File: src/rtl/oiec_pkg.sv
// shared widths, register indexes, reset values and helpers of the image endian converter
package oiec_pkg;

	localparam int unsigned WORD_W    = 16;
	localparam int unsigned IN_USER_W = 3;
	localparam int unsigned CFG_IDX_W = 2;
	localparam int unsigned LIT_W     = 6;

	// configuration register indexes
	localparam logic [CFG_IDX_W-1:0] REG_METHOD_CLASS     = 2'd0;
	localparam logic [CFG_IDX_W-1:0] REG_FLOAT_CLASS      = 2'd1;
	localparam logic [CFG_IDX_W-1:0] REG_BITMAP_CLASS     = 2'd2;
	localparam logic [CFG_IDX_W-1:0] REG_WORD_ARRAY_CLASS = 2'd3;

	localparam logic [WORD_W-1:0] METHOD_CLASS_RST     = 16'd34;
	localparam logic [WORD_W-1:0] FLOAT_CLASS_RST      = 16'd20;
	localparam logic [WORD_W-1:0] BITMAP_CLASS_RST     = 16'd30;
	localparam logic [WORD_W-1:0] WORD_ARRAY_CLASS_RST = 16'd2674;

	// positions inside an object
	localparam logic [WORD_W-1:0] POS_CLASS     = 16'd1;
	localparam logic [WORD_W-1:0] POS_HEADER    = 16'd2;
	localparam logic [WORD_W-1:0] POS_FLOAT_LO  = 16'd3;
	localparam logic [WORD_W-1:0] FLOAT_MIN_LEN = 16'd4;
	localparam logic [WORD_W-1:0] POS_MAX       = 16'hffff;

	// bit places in the input tuser
	localparam int unsigned UB_START = 0;
	localparam int unsigned UB_PTRS  = 1;
	localparam int unsigned UB_FREE  = 2;

	typedef struct packed {
		logic [WORD_W-1:0] word;
		logic              last;
		logic              bad;
	} res_t;

	function automatic logic [WORD_W-1:0] swap16(input logic [WORD_W-1:0] w);
		swap16 = {w[7:0], w[15:8]};
	endfunction

endpackage

File: src/rtl/object_image_endian_converter.sv
// object image byte-order converter: input register, convert logic, result queue
// path: a taken word is held in the input register and converted there; its results enter
//   the result queue once the queue has room for two, and leave it from the queue head
// throughput: one word per cycle; a float pair gives two results after a step with none,
//   and the slave side only waits while more than two words sit in the four-deep queue
// reset: arst_n clears object state, the held float word and the queue at once,
//   and loads the class registers with their defaults
module object_image_endian_converter
	import oiec_pkg::*;
(
	input  logic                 clk,
	input  logic                 arst_n,
	// slave side
	input  logic                 s_tvalid,
	output logic                 s_tready,
	input  logic [WORD_W-1:0]    s_tdata,   // [15:0] word_in
	input  logic [IN_USER_W-1:0] s_tuser,   // [0] object_start, [1] holds_pointers, [2] free_entry
	// master side
	output logic                 m_tvalid,
	input  logic                 m_tready,
	output logic [WORD_W-1:0]    m_tdata,   // [15:0] word_out
	output logic                 m_tlast,   // last_of_run
	output logic [0:0]           m_tuser,   // [0] bad_method_header
	// configuration write channel
	input  logic                 cfg_valid,
	output logic                 cfg_ready,
	input  logic [CFG_IDX_W-1:0] cfg_index,
	input  logic [WORD_W-1:0]    cfg_data
);

	typedef enum logic [2:0] {
		MODE_IDLE    = 3'd0,
		MODE_CLASS   = 3'd1,
		MODE_METHOD  = 3'd2,
		MODE_FLOAT   = 3'd3,
		MODE_SWAPALL = 3'd4,
		MODE_BYTES   = 3'd5
	} mode_t;

	localparam int unsigned QDEPTH = 4;
	localparam int unsigned QPTR_W = $clog2(QDEPTH);
	localparam int unsigned QCNT_W = $clog2(QDEPTH + 1);

	// class registers
	logic [WORD_W-1:0] method_id_q, float_id_q, bitmap_id_q, warray_id_q;

	// input register
	logic              valid_s1;
	logic [WORD_W-1:0] word_s1;
	logic              start_s1, ptrs_s1, free_s1;

	// object state
	logic [WORD_W-1:0] pos_q, len_q;
	mode_t             mode_q;
	logic [LIT_W-1:0]  lit_q;
	logic [WORD_W-1:0] held_q;
	logic              held_valid_q;
	logic              ptr_flag_q;

	// result queue
	res_t              queue_q [QDEPTH];
	logic [QPTR_W-1:0] wr_ptr_q, rd_ptr_q;
	logic [QCNT_W-1:0] count_q;

	// convert logic
	logic              advance, pop;
	logic [WORD_W-1:0] swapped, pos_inc;
	logic              partner, emit_held, hold;
	logic [1:0]        main_n, res_n;
	logic [WORD_W-1:0] main0_word, main1_word;
	logic              main0_bad;
	res_t              ent0, ent1;
	mode_t             nxt_mode;
	logic [WORD_W-1:0] nxt_pos, nxt_len;
	logic [LIT_W-1:0]  nxt_lit;
	logic              nxt_ptr;

	// the slave side only waits when the queue cannot take a two-word run
	assign advance   = valid_s1 && (count_q <= QCNT_W'(QDEPTH - 2));
	assign s_tready  = !valid_s1 || advance;
	assign cfg_ready = 1'b1;

	assign m_tvalid = (count_q != '0);
	assign m_tdata  = queue_q[rd_ptr_q].word;
	assign m_tlast  = queue_q[rd_ptr_q].last;
	assign m_tuser  = queue_q[rd_ptr_q].bad;
	assign pop      = m_tvalid && m_tready;

	always_comb begin
		swapped    = swap16(word_s1);
		pos_inc    = (pos_q == POS_MAX) ? pos_q : pos_q + 16'd1;
		// second float body word that completes a held pair
		partner    = !start_s1 && !free_s1 && (mode_q == MODE_FLOAT) &&
		             (pos_q == POS_FLOAT_LO) && (pos_q < len_q);
		emit_held  = held_valid_q && !partner;
		hold       = 1'b0;
		main_n     = 2'd1;
		main0_word = word_s1;
		main0_bad  = 1'b0;
		main1_word = swap16(held_q);
		nxt_mode   = mode_q;
		nxt_pos    = pos_q;
		nxt_len    = len_q;
		nxt_lit    = lit_q;
		nxt_ptr    = ptr_flag_q;

		if (free_s1) begin
			// free words end any object and pass untouched
			nxt_mode = MODE_IDLE;
		end else if (start_s1) begin
			nxt_len    = swapped;
			nxt_ptr    = ptrs_s1;
			nxt_mode   = MODE_CLASS;
			nxt_pos    = POS_CLASS;
			nxt_lit    = '0;
			main0_word = swapped;
		end else begin
			case (mode_q)
				MODE_IDLE: begin
					// loose word, pass
				end
				MODE_CLASS: begin
					main0_word = swapped;
					nxt_pos    = pos_inc;
					if (swapped == method_id_q) begin
						nxt_mode = MODE_METHOD;
					end else if (swapped == float_id_q) begin
						nxt_mode = MODE_FLOAT;
					end else if (ptr_flag_q || swapped == bitmap_id_q ||
					             swapped == warray_id_q) begin
						nxt_mode = MODE_SWAPALL;
					end else begin
						nxt_mode = MODE_BYTES;
					end
				end
				default: begin
					nxt_pos = pos_inc;
					// body words past the object's length pass untouched
					if (pos_q < len_q) begin
						case (mode_q)
							MODE_METHOD: begin
								if (pos_q == POS_HEADER) begin
									nxt_lit    = swapped[LIT_W:1];
									main0_word = swapped;
									main0_bad  = !swapped[0];
								end else if (lit_q != '0) begin
									nxt_lit    = lit_q - LIT_W'(1);
									main0_word = swapped;
								end
							end
							MODE_FLOAT: begin
								if (pos_q == POS_HEADER && len_q >= FLOAT_MIN_LEN) begin
									hold   = 1'b1;
									main_n = 2'd0;
								end else if (partner && held_valid_q) begin
									main0_word = swapped;
									main_n     = 2'd2;
								end
							end
							MODE_SWAPALL: begin
								main0_word = swapped;
							end
							default: begin
								// byte objects pass
							end
						endcase
					end
				end
			endcase
		end

		// a flushed held word always goes out ahead of this word's own result
		res_n = main_n + {1'b0, emit_held};
		if (emit_held) begin
			ent0 = '{word: swap16(held_q), last: 1'b0, bad: 1'b0};
			ent1 = '{word: main0_word, last: 1'b1, bad: main0_bad};
		end else begin
			ent0 = '{word: main0_word, last: 1'b0, bad: main0_bad};
			ent1 = '{word: main1_word, last: 1'b1, bad: 1'b0};
		end
		ent0.last = (res_n == 2'd1);
	end

	// input register
	always_ff @(posedge clk or negedge arst_n) begin
		if (!arst_n) begin
			valid_s1 <= 1'b0;
		end else if (s_tready) begin
			valid_s1 <= s_tvalid;
		end
	end

	always_ff @(posedge clk) begin
		if (s_tvalid && s_tready) begin
			word_s1  <= s_tdata;
			start_s1 <= s_tuser[UB_START];
			ptrs_s1  <= s_tuser[UB_PTRS];
			free_s1  <= s_tuser[UB_FREE];
		end
	end

	// class registers; the two-bit index covers exactly the four registers
	always_ff @(posedge clk or negedge arst_n) begin
		if (!arst_n) begin
			method_id_q <= METHOD_CLASS_RST;
			float_id_q  <= FLOAT_CLASS_RST;
			bitmap_id_q <= BITMAP_CLASS_RST;
			warray_id_q <= WORD_ARRAY_CLASS_RST;
		end else if (cfg_valid && cfg_ready) begin
			case (cfg_index)
				REG_METHOD_CLASS:     method_id_q <= cfg_data;
				REG_FLOAT_CLASS:      float_id_q  <= cfg_data;
				REG_BITMAP_CLASS:     bitmap_id_q <= cfg_data;
				REG_WORD_ARRAY_CLASS: warray_id_q <= cfg_data;
				default: begin
				end
			endcase
		end
	end

	// object state
	always_ff @(posedge clk or negedge arst_n) begin
		if (!arst_n) begin
			pos_q        <= '0;
			len_q        <= '0;
			mode_q       <= MODE_IDLE;
			lit_q        <= '0;
			held_q       <= '0;
			held_valid_q <= 1'b0;
			ptr_flag_q   <= 1'b0;
		end else if (advance) begin
			pos_q        <= nxt_pos;
			len_q        <= nxt_len;
			mode_q       <= nxt_mode;
			lit_q        <= nxt_lit;
			ptr_flag_q   <= nxt_ptr;
			// any held word is either flushed or paired on this step
			held_valid_q <= hold;
			if (hold) begin
				held_q <= word_s1;
			end
		end
	end

	// result queue pointers and fill
	always_ff @(posedge clk or negedge arst_n) begin
		if (!arst_n) begin
			wr_ptr_q <= '0;
			rd_ptr_q <= '0;
			count_q  <= '0;
		end else begin
			if (advance) begin
				wr_ptr_q <= wr_ptr_q + QPTR_W'(res_n);
			end
			if (pop) begin
				rd_ptr_q <= rd_ptr_q + QPTR_W'(1);
			end
			count_q <= count_q + (advance ? QCNT_W'(res_n) : '0) - QCNT_W'(pop);
		end
	end

	always_ff @(posedge clk) begin
		if (advance) begin
			if (res_n != 2'd0) begin
				queue_q[wr_ptr_q] <= ent0;
			end
			if (res_n == 2'd2) begin
				queue_q[wr_ptr_q + QPTR_W'(1)] <= ent1;
			end
		end
	end

endmodule

File: config.mk
export PLATFORM = sky130hd
export DESIGN_NAME = object_image_endian_converter
export DESIGN_NICKNAME = d
export VERILOG_FILES = /design/src/rtl/oiec_pkg.sv /design/src/rtl/object_image_endian_converter.sv
export SDC_FILE = /design/constraint.sdc
export NUM_CORES = 1
export LEC_CHECK = 0
export BUFFER_PORTS_ARGS = -buffer_cell sky130_fd_sc_hd__buf_2
export CORE_MARGIN = 2
export CORE_UTILIZATION = 60
export CTS_CLUSTER_SIZE = 8
export DETAILED_ROUTE_END_ITERATION = 8
export PLACE_DENSITY = 0.79
export REMOVE_ABC_BUFFERS = 1
export SYNTH_ARGS = -nofsm -noshare
export SYNTH_HDL_FRONTEND = slang
export SYNTH_SLANG_ARGS = --single-unit
File: constraint.sdc
create_clock -name clk -period 10.9 [get_ports clk]
set_input_delay 1.09 -clock clk [delete_from_list [all_inputs] [get_ports clk]]
set_output_delay 1.09 -clock clk [all_outputs]
set_load 0.02 [all_outputs]
-- After elaboration in Yosys (flattened, before gate mapping)
Memory sizes are Yosys's and may differ from the RTL's.
Cells that the tools add are included.
- memories: 1
- logic and storage cells: 140
- bits in writable memories: 72
- register bits after elaboration: 150
- bits of input ports: 42
- output and inout port bits: 21
- memories (name ; words ; bits a word ; read ports ; clocked after memory_dff ; write ports ; line ; source):
    queue_q ; 4 ; 18 ; 1 ; 0 ; 2 ; object_image_endian_converter.sv:61 ; res_t queue_q [QDEPTH];
- muxes and demuxes: 52
- $add $sub $neg: 8
- order comparisons: 3
- reduce and logical (&&, ||, !) cells: 37
- bitwise gates (word level): 1
- eq/ne operators: 19
- operators with widths (kind ; number):
    $mux 16 ; 10
    $eq 16x16->1 ; 4
    $pmux 16 s3 ; 1
    $mux 18 ; 2
    $mux 6 ; 6
    $eq 16x2->1 const B ; 2
    $pmux 16 s2 ; 1
    $mux 1 ; 19
    $add 16x1->16 const B ; 1
    $eq 16x16->1 const B ; 1
    $ge 16x3->1 const B ; 1
    $lt 16x16->1 ; 1
    $mux 2 ; 8
    $mux 3 ; 5
    $reduce_and 2->1 ; 6
    $logic_and 1x1->1 ; 10
    $reduce_bool 3->1 ; 3
    $eq 2x2->1 const B ; 3
    $eq 3x2->1 const B ; 2
    $reduce_and 6->1 ; 1
    $reduce_bool 2->1 ; 3
    $reduce_bool 6->1 ; 1
    $sub 6x1->6 const B ; 1
    $logic_not 1->1 ; 5
    other kinds (18) ; 23

-- Logic depth before layout (Yosys ltp)
Gate-level depths: netlist of run 1.
- depth after elaboration: 18
- gate-level depth with buffers: 16
- depth with buffers taken out: 16

-- Worst setup path before layout of run 1
Ideal clock, no wire load.
- path type: register -> register
- start point: reg pos_q[14]
- end point: mem queue_q[0][0] (netlist bit), enable pin
- arrival: 3971 ps
- path buffers: 0
- path slack: 6532 ps
- setup time: 397 ps
- cell stages (with the launch flop): 13
- data required time: 10503 ps
- clock period less this slack: 4368 ps
- cells stage by stage: dfrtp_1 > ha_1 > a21oi_1 > a21boi_0 > or3_1 > a2111oi_2 > nor2_1 > ha_1 > inv_1 > o2111ai_2 > a311oi_4 > nand2_1 > a21oi_1
- RTL lines (what ; line ; source):
    start: declaration ; object_image_endian_converter.sv:53 ; logic [WORD_W-1:0] pos_q, len_q;
    start signal: assignment ; object_image_endian_converter.sv:232 ; pos_q <= nxt_pos;
    end: declaration ; object_image_endian_converter.sv:61 ;

==> results of run 1 <==
-- power by group --
| group | switching [µW] | total [µW] | internal, µW |
|---|---|---|---|
| Clock | 351 | 887 | 536 |
| Combinational | 535 | 922 | 388 |
| Sequential | 176 | 1250 | 1080 |
| Total | 1060 | 3060 | 2000 |
-- synthesized netlist by cell type, types with 4 or more instances --
cell,number,area share
xnor2_1,56,0.043
dfxtp_1,4,0.0071
xor2_1,27,0.021
and4_1,4,0.0031
a211oi_1,6,0.0040
ha_1,24,0.027
nand4_1,27,0.015
nand3_1,18,0.0080
mux2i_1,15,0.013
o22ai_2,8,0.0089
o22ai_1,24,0.013
a21oi_1,24,0.011
edfxtp_1,87,0.23
nand2b_1,5,0.0028
clkbuf_1,38,0.013
or3_1,4,0.0022
nor2_1,37,0.012
inv_1,49,0.016
nor3b_1,5,0.0033
nor4_1,13,0.0072
o21ai_0,35,0.016
mux4_2,18,0.036
dfrtp_1,117,0.26
o211ai_1,4,0.0027
buf_2,5,0.0022
and2_1,8,0.0044
dfstp_2,14,0.033
a211o_1,5,0.0039
o2bb2ai_1,32,0.025
nand2_1,49,0.016
mux2_2,79,0.079
and3_1,4,0.0022
nor3_1,9,0.0040
-- cell usage in the layout, fill, tap and decap left out, drive strengths merged, types with 3 or more instances in the layout --
cell type	instances
nor4	16
or3	4
nand2	49
clkbuf	55
buf	71
o211ai	4
mux2i	15
a211oi	8
nand3	18
a2111oi	3
o22ai	32
nor2	37
ha	24
nand2b	5
a211o	5
mux2	79
mux4	18
nor3	9
edfxtp	87
o2bb2ai	32
inv	50
nand4	28
dfxtp	4
and2	8
and4	4
xnor2	56
dfrtp	117
a21oi	24
o21ai	36
and3	4
xor2	27
dfstp	14
nor3b	5
-- per-stage QoR --
step,hold WS [ns],utilization
3_3_place_gp,0.422,0.634
4_1_cts,0.478,0.682
5_1_grt,0.498,0.682
3_5_place_dp,0.466,0.634
2_1_floorplan,0.415,-
6_report,0.474,0.682
-- worst max path at each step --
stage	to	cells after the start	startpoint
5_1_grt	queue_q[0][8]	12	pos_q[2]
4_1_cts	queue_q[0][8]	12	pos_q[14]
2_1_floorplan	queue_q[0][0]	12	pos_q[14]
6_report	queue_q[0][8]	12	pos_q[2]
3_5_place_dp	queue_q[0][8]	12	pos_q[14]
3_3_place_gp	queue_q[0][3]	12	pos_q[14]
-- kinds of logic (layout without fill, tap and decap cells) --
kind of cell,count (synthesis),after routing,share of synthesized area
flip-flops,222,222,0.530
AND/OR/NAND/NOR,196,196,0.0925
AO/OA/AOI/OAI,176,176,0.121
multiplexers,112,112,0.128
buffers and inverters,99,177,0.0349
XOR/XNOR,83,83,0.0644
adder cells (fa/ha/maj),25,25,0.0284
other,1,1,0.000332
-- metal layers --
layer / vias to the layer above / routed length [µm] / global-route usage
met5: - / 0 / 0
met4: 0 / 636 / 0.0800
li1: 3530 / - / -
met2: 252 / 12200 / 0.429
met1: 3824 / 11100 / 0.365
met3: 63 / 1640 / 0.0445
-- layout make-up --
cell class | count | area (µm²)
fill | 1355 | 5910
multi-input combinational | 593 | 4920
clock buffer | 55 | 876
inverter | 50 | 188
timing repair buffer | 71 | 387
clock inverter | 1 | 20.0
sequential | 222 | 5990
tap | 234 | 293
==> metrics.md, run 1 <==
| Metric | Value |
|---|---|
| Tot GR Track Use | `0.262` |
| Area grow syn2layout | `12.2%` |
| Post-CTS Setup Repair Bufs | `0` |
| Max Clock Skew | `0.0169 ns` |
| GR Overflow Total | `0` |
| Mapped Cells | `914` |
| Seq cells post-synth | `222` |
| CP Class | `reg -> reg` |
| DR DRC count | `0` |
| Critical-path top delay cell | `a32oi_2` |
| DP HPWL | `17.3 mm` |
| Worst setup SP type | `flip-flop` |
| Clk_lat worst skew | `0.56 ns` |
| PortBufs | `61` |
| H-Tree Depth | `1` |
| Dpl ws | `6.03 ns` |
| Initial Utilization | `0.608` |
| Hold Path Origin | `queue_q[3][1]` |
| Final critical-path required period | `4.91 ns` |
| Die Y | `141 µm` |
| Final non-filler cell area | `12,700 µm²` |
| Layout Cells excl Fill | `1,226` |
| Reg-to-reg slack, setup | `5.99 ns` |
| CP top delay family | `compound AO/OA/AOI/OAI gates` |
| Number of routed nets with antenna violations | `0` |
| GPL Wtd Cong | `0.886` |
| Part of the cycle the worst path needs | `0.450` |
| CTS tree | `done` |
| TritonCTS Buffers | `31` |
| Final worst slack | `5.99 ns` |
| Async SR Flop Fraction | `0.590` |
| Syn. warnings | `0` |
| Most used cell, CP | `ha_1` |
| Maximum vdd drop | `0.000167 V` |
| Netlist cell types | `74` |
| CP cell instances | `ha_1, a211o_1, a31oi_1, o211ai_1, a2111oi_2, nor2_1, ha_1, nand2_1, a2bb2oi_1, nand4_1, a32oi_2, o22ai_1` |
| Vias per cell | `6.26` |
| Vias in the first global route | `7,766` |
| Post-synth EDFFs | `87` |
| Post-CTS resize count | `0` |
| Hold Buf Count CTS | `0` |
| Clock Pin Slew Worst Setup and Hold Paths | `0.05 ns` |
| P_leak | `0.00492 µW` |
| Status | `completed` |
| DR WL/cell | `20.9 µm` |
| Worst Path Arrival | `5.14 ns` |
| NumNets Final | `1,036` |
| Final setup vio count | `0` |
| RSZ-0062 raised after global routing | `no` |
| Chip Width | `141 µm` |
| Max FFs per register | `72` |
| Placed Cells | `1,170` |
| Via Count | `7,669` |
| Syn_area_per_cell | `12.4 µm²` |
| Reg2Reg Depth | `12` |
| Max_cap viols | `0` |
| Total wire length | `25.6 mm` |
| Pin count of the biggest net entering global routing | `80` |
| Main synth FF type | `dfrtp_1` |
| Final Slew Violations | `0` |
| Worst slew margin | `0.220` |
| Worst path max stage delay | `1.01 ns` |
| Clock Sinks | `222` |
| Mapped cell area | `11,300 µm²` |
| Bufs and invs on worst path | `0` |
| Most flop-heavy register | `queue_q` |
| Max Freq | `0.204 GHz` |
| Drt pass-1 iters | `5` |
| Final setup TNS | `0 ns` |
| Initial antenna violation count | `0` |
| R2R Path End | `queue_q[0][8]` |
| Placed instance area | `11,800 µm²` |
| N_diodes | `0` |
| DR iter-0 viols | `536` |
| Row count | `50` |
| First-pass GRT wire length | `41.0 mm` |
| Endpoints failing hold | `0` |
| Hold Path Class | `reg -> reg` |
| I/O pin total | `63` |
| Critical path fanouts, max | `17` |
| Worst reg2reg path startpoint | `pos_q[2]` |
| Ratio of cells with drive above 1 in the final layout | `0.244` |
| Worst Hold End | `queue_q[3][1]` |
| Placeable Area | `18,600 µm²` |
| Actual slew at the worst max-slew pin | `1.17 ns` |
| Root buf cell | `clkbuf_16` |
| WP data required | `11.13 ns` |
| Die area | `19,900 µm²` |
| Cell Pwr Density | `242 nW/µm²` |
| Clock Path Buffers | `3` |
| Seq/Total Area, Yosys | `0.530` |
| CP Capture Type | `flip-flop` |
| Hold depth | `1` |
| Total Power | `3060 µW` |
Note: power is estimated with default switching activity, not from simulation.
==> run 2, diff against run 1 <==
clock period = 4.8 ns   (was 10.9 ns; I/O delays follow)
==> run 2 against run 1 <==
Effect of this change:
- clock-buffer cell count grew 1
- largest power group unchanged
- highest routed layer unchanged
- setup slack got worse by 5.5 ns
- maximum frequency increased by 14%
==> metrics.md, run 2 (synthesis results as in run 1) <==
| Metric | Value |
|---|---|
| Final Slew Violations | `0 (unchanged)` |
| Worst path max stage delay | `0.51 ns (-0.50 ns)` |
| RSZ-0062 raised after global routing | `no` |
| Register area | `5990 µm² (unchanged)` |
| Maximum vdd drop | `0.000455 V (+170%)` |
| Worst setup SP type | `flip-flop` |
| Critical path fanouts, max | `5 (-12)` |
| Max Clock Skew | `0.0170 ns (+0.0000808 ns)` |
| Most frequent cells in the layout | `dfrtp_1 (117), edfxtp_1 (87), mux2_2 (79), buf_2 (60), xnor2_1 (56)` |
| CTS tree | `done` |
| Number of routed nets with antenna violations | `0 (unchanged)` |
| GPL Wtd Cong | `0.874 (-1.4%)` |
| Critical-path top delay cell | `a2111oi_2` |
| Actual slew at the worst max-slew pin | `0.950 ns (-0.220 ns)` |
| Max_cap viols | `0 (unchanged)` |
| DP HPWL | `17.3 mm (about the same)` |
| H-Tree Depth | `1 (unchanged)` |
| Clock Pin Slew Worst Setup and Hold Paths | `0.05 ns (about the same)` |
| Final setup vio count | `0 (unchanged)` |
| GR Overflow Total | `0 (unchanged)` |
| Placeable Area | `18,600 µm² (unchanged)` |
| Area of the multi-input gates | `4920 µm² (unchanged)` |
| Cell Pwr Density | `544 nW/µm² (+120%)` |
| Clk_lat worst skew | `0.54 ns (-0.02 ns)` |
| NumNets Final | `1,046 (+0.97%)` |
| DR DRC count | `0 (unchanged)` |
| CP Capture Type | `flip-flop` |
| PortBufs | `61 (unchanged)` |
| Root buf cell | `clkbuf_16` |
| DR iter-0 viols | `606 (+13%)` |
| Final worst slack | `0.503 ns (-5.49 ns)` |
| Layout Cells excl Fill | `1,236 (+0.82%)` |
| Hold Path Class | `in -> async` |
| TritonCTS Buffers | `31 (unchanged)` |
| Placed Cells | `1,180 (+0.85%)` |
| Most used cell, CP | `ha_1` |
| Initial antenna violation count | `0 (unchanged)` |
| Area grow syn2layout | `12.6%` |
| N_diodes | `0 (unchanged)` |
| Part of the cycle the worst path needs | `0.895 (+0.445)` |
| Clock Sinks | `222 (unchanged)` |
| CP Class | `reg -> reg` |
| First-pass GRT wire length | `41.7 mm (+1.7%)` |
| Clock Path Buffers | `3 (unchanged)` |
| Chip Width | `141 µm (unchanged)` |
| Pin count of the biggest net entering global routing | `101 (+26%)` |
| Ratio of cells with drive above 1 in the final layout | `0.250 (+0.00555)` |
| Max Freq | `0.233 GHz (+14%)` |
| Drt pass-1 iters | `4 (-1)` |
| Commonest non-fill, non-tap cell in the layout | `dfrtp_1` |
| Die Y | `141 µm (unchanged)` |
| Post-CTS resize count | `0 (unchanged)` |
| Vias in the first global route | `7,717 (-0.63%)` |
| Die area | `19,900 µm² (unchanged)` |
| Hold Buf Count CTS | `0 (unchanged)` |
| CP cell instances | `ha_1, a21oi_1, a21boi_0, or3_1, a2111oi_2, nor2_1, ha_1, inv_1, o2111ai_2, nand3_1, nand2_1, ha_1, fa_1, xor2_1, xnor2_1` |
| Total wire length | `26.1 mm (+1.7%)` |
| P_leak | `0.00495 µW (+0.61%)` |
| I/O pin total | `63 (unchanged)` |
| Final setup TNS | `0 ns (unchanged)` |
| Worst slew margin | `0.367 (+0.147)` |
| Post-CTS Setup Repair Bufs | `0 (unchanged)` |
| Filler cells | `1,320 (-2.6%)` |
| Placed instance area | `11,800 µm² (+0.64%)` |
| DR WL/cell | `21.1 µm (+0.88%)` |
| Final non-filler cell area | `12,700 µm² (+0.39%)` |
| Fin Hold WS | `0.0518 ns (-0.422 ns)` |
| Status | `completed` |
| Max FFs per register | `72 (unchanged)` |
| Vias per cell | `6.32 (+0.96%)` |
| Initial Utilization | `0.608 (unchanged)` |
| Row count | `50 (unchanged)` |
| Tot GR Track Use | `0.268 (+0.00559)` |
| Worst Path Arrival | `4.72 ns (-0.42 ns)` |
| Dpl ws | `0.524 ns (-5.51 ns)` |
| Most flop-heavy register | `queue_q` |
| Endpoints failing hold | `0 (unchanged)` |
| Via Count | `7,806 (+1.8%)` |
| Final critical-path required period | `4.30 ns (-0.612 ns)` |
| WP data required | `5.22 ns (-5.91 ns)` |
[run 2: cell types whose count changed in the layout (fill, tap and decap cells not counted), sizes merged]
cell	delta
clkbuf	+1
buf	+10
inv	-1
[run 2: through the flow]
step	power, µW	utilization
final	6910	0.684
after global routing	7270	0.684
after CTS	6940	0.684
after detailed placement	4980	0.638
after global placement	4900	0.638
after floorplan	4270	-
[run 2: cell type report]
cell class	count	area share
multi-input combinational	593	0.387
clock buffer	56	0.0684
inverter	50	0.0148
timing repair buffer	81	0.0363
tap	234	0.0230
sequential	222	0.471
[run 2: power breakdown]
group          internal (µW)  switching, µW
logic                    893           1230
registers               2440            398
clock network           1200            754
total                   4530           2380
[run 2: per-layer routing]
layer,wire length [µm],global-route usage,up-vias,part of all wire
li1,-,-,3557,-
met2,12800,0.454,300,0.49
met1,10900,0.368,3888,0.42
met5,0,0,-,0
met3,1690,0.0380,61,0.065
met4,656,0.0711,0,0.025
[run 2: worst max-delay path, delay by kind of cell, from the launching register on]
kind / cells / cell delay [ns]
buf+inv: 1 / 0.10
simple gates: 4 / 0.97
xor+xnor: 2 / 0.28
compound gates: 4 / 0.96
flops: 1 / 0.45
fa+ha+maj: 4 / 1.41
[run 2: final timing paths]
check                      startpoint             to  slack, ns  depth (start not counted)
setup / recovery            pos_q[14]     count_q[2]       0.50                         15
hold / removal                 arst_n       pos_q[4]       0.05                          1
setup reg to reg            pos_q[14]     count_q[2]       0.50                         15
hold reg to reg               ptrs_s1     ptr_flag_q       0.43                          2
max in group asynchronous      arst_n  float_id_q[4]       3.71                          2
min in group clk           s_tdata[0]     word_s1[0]       0.12                          1
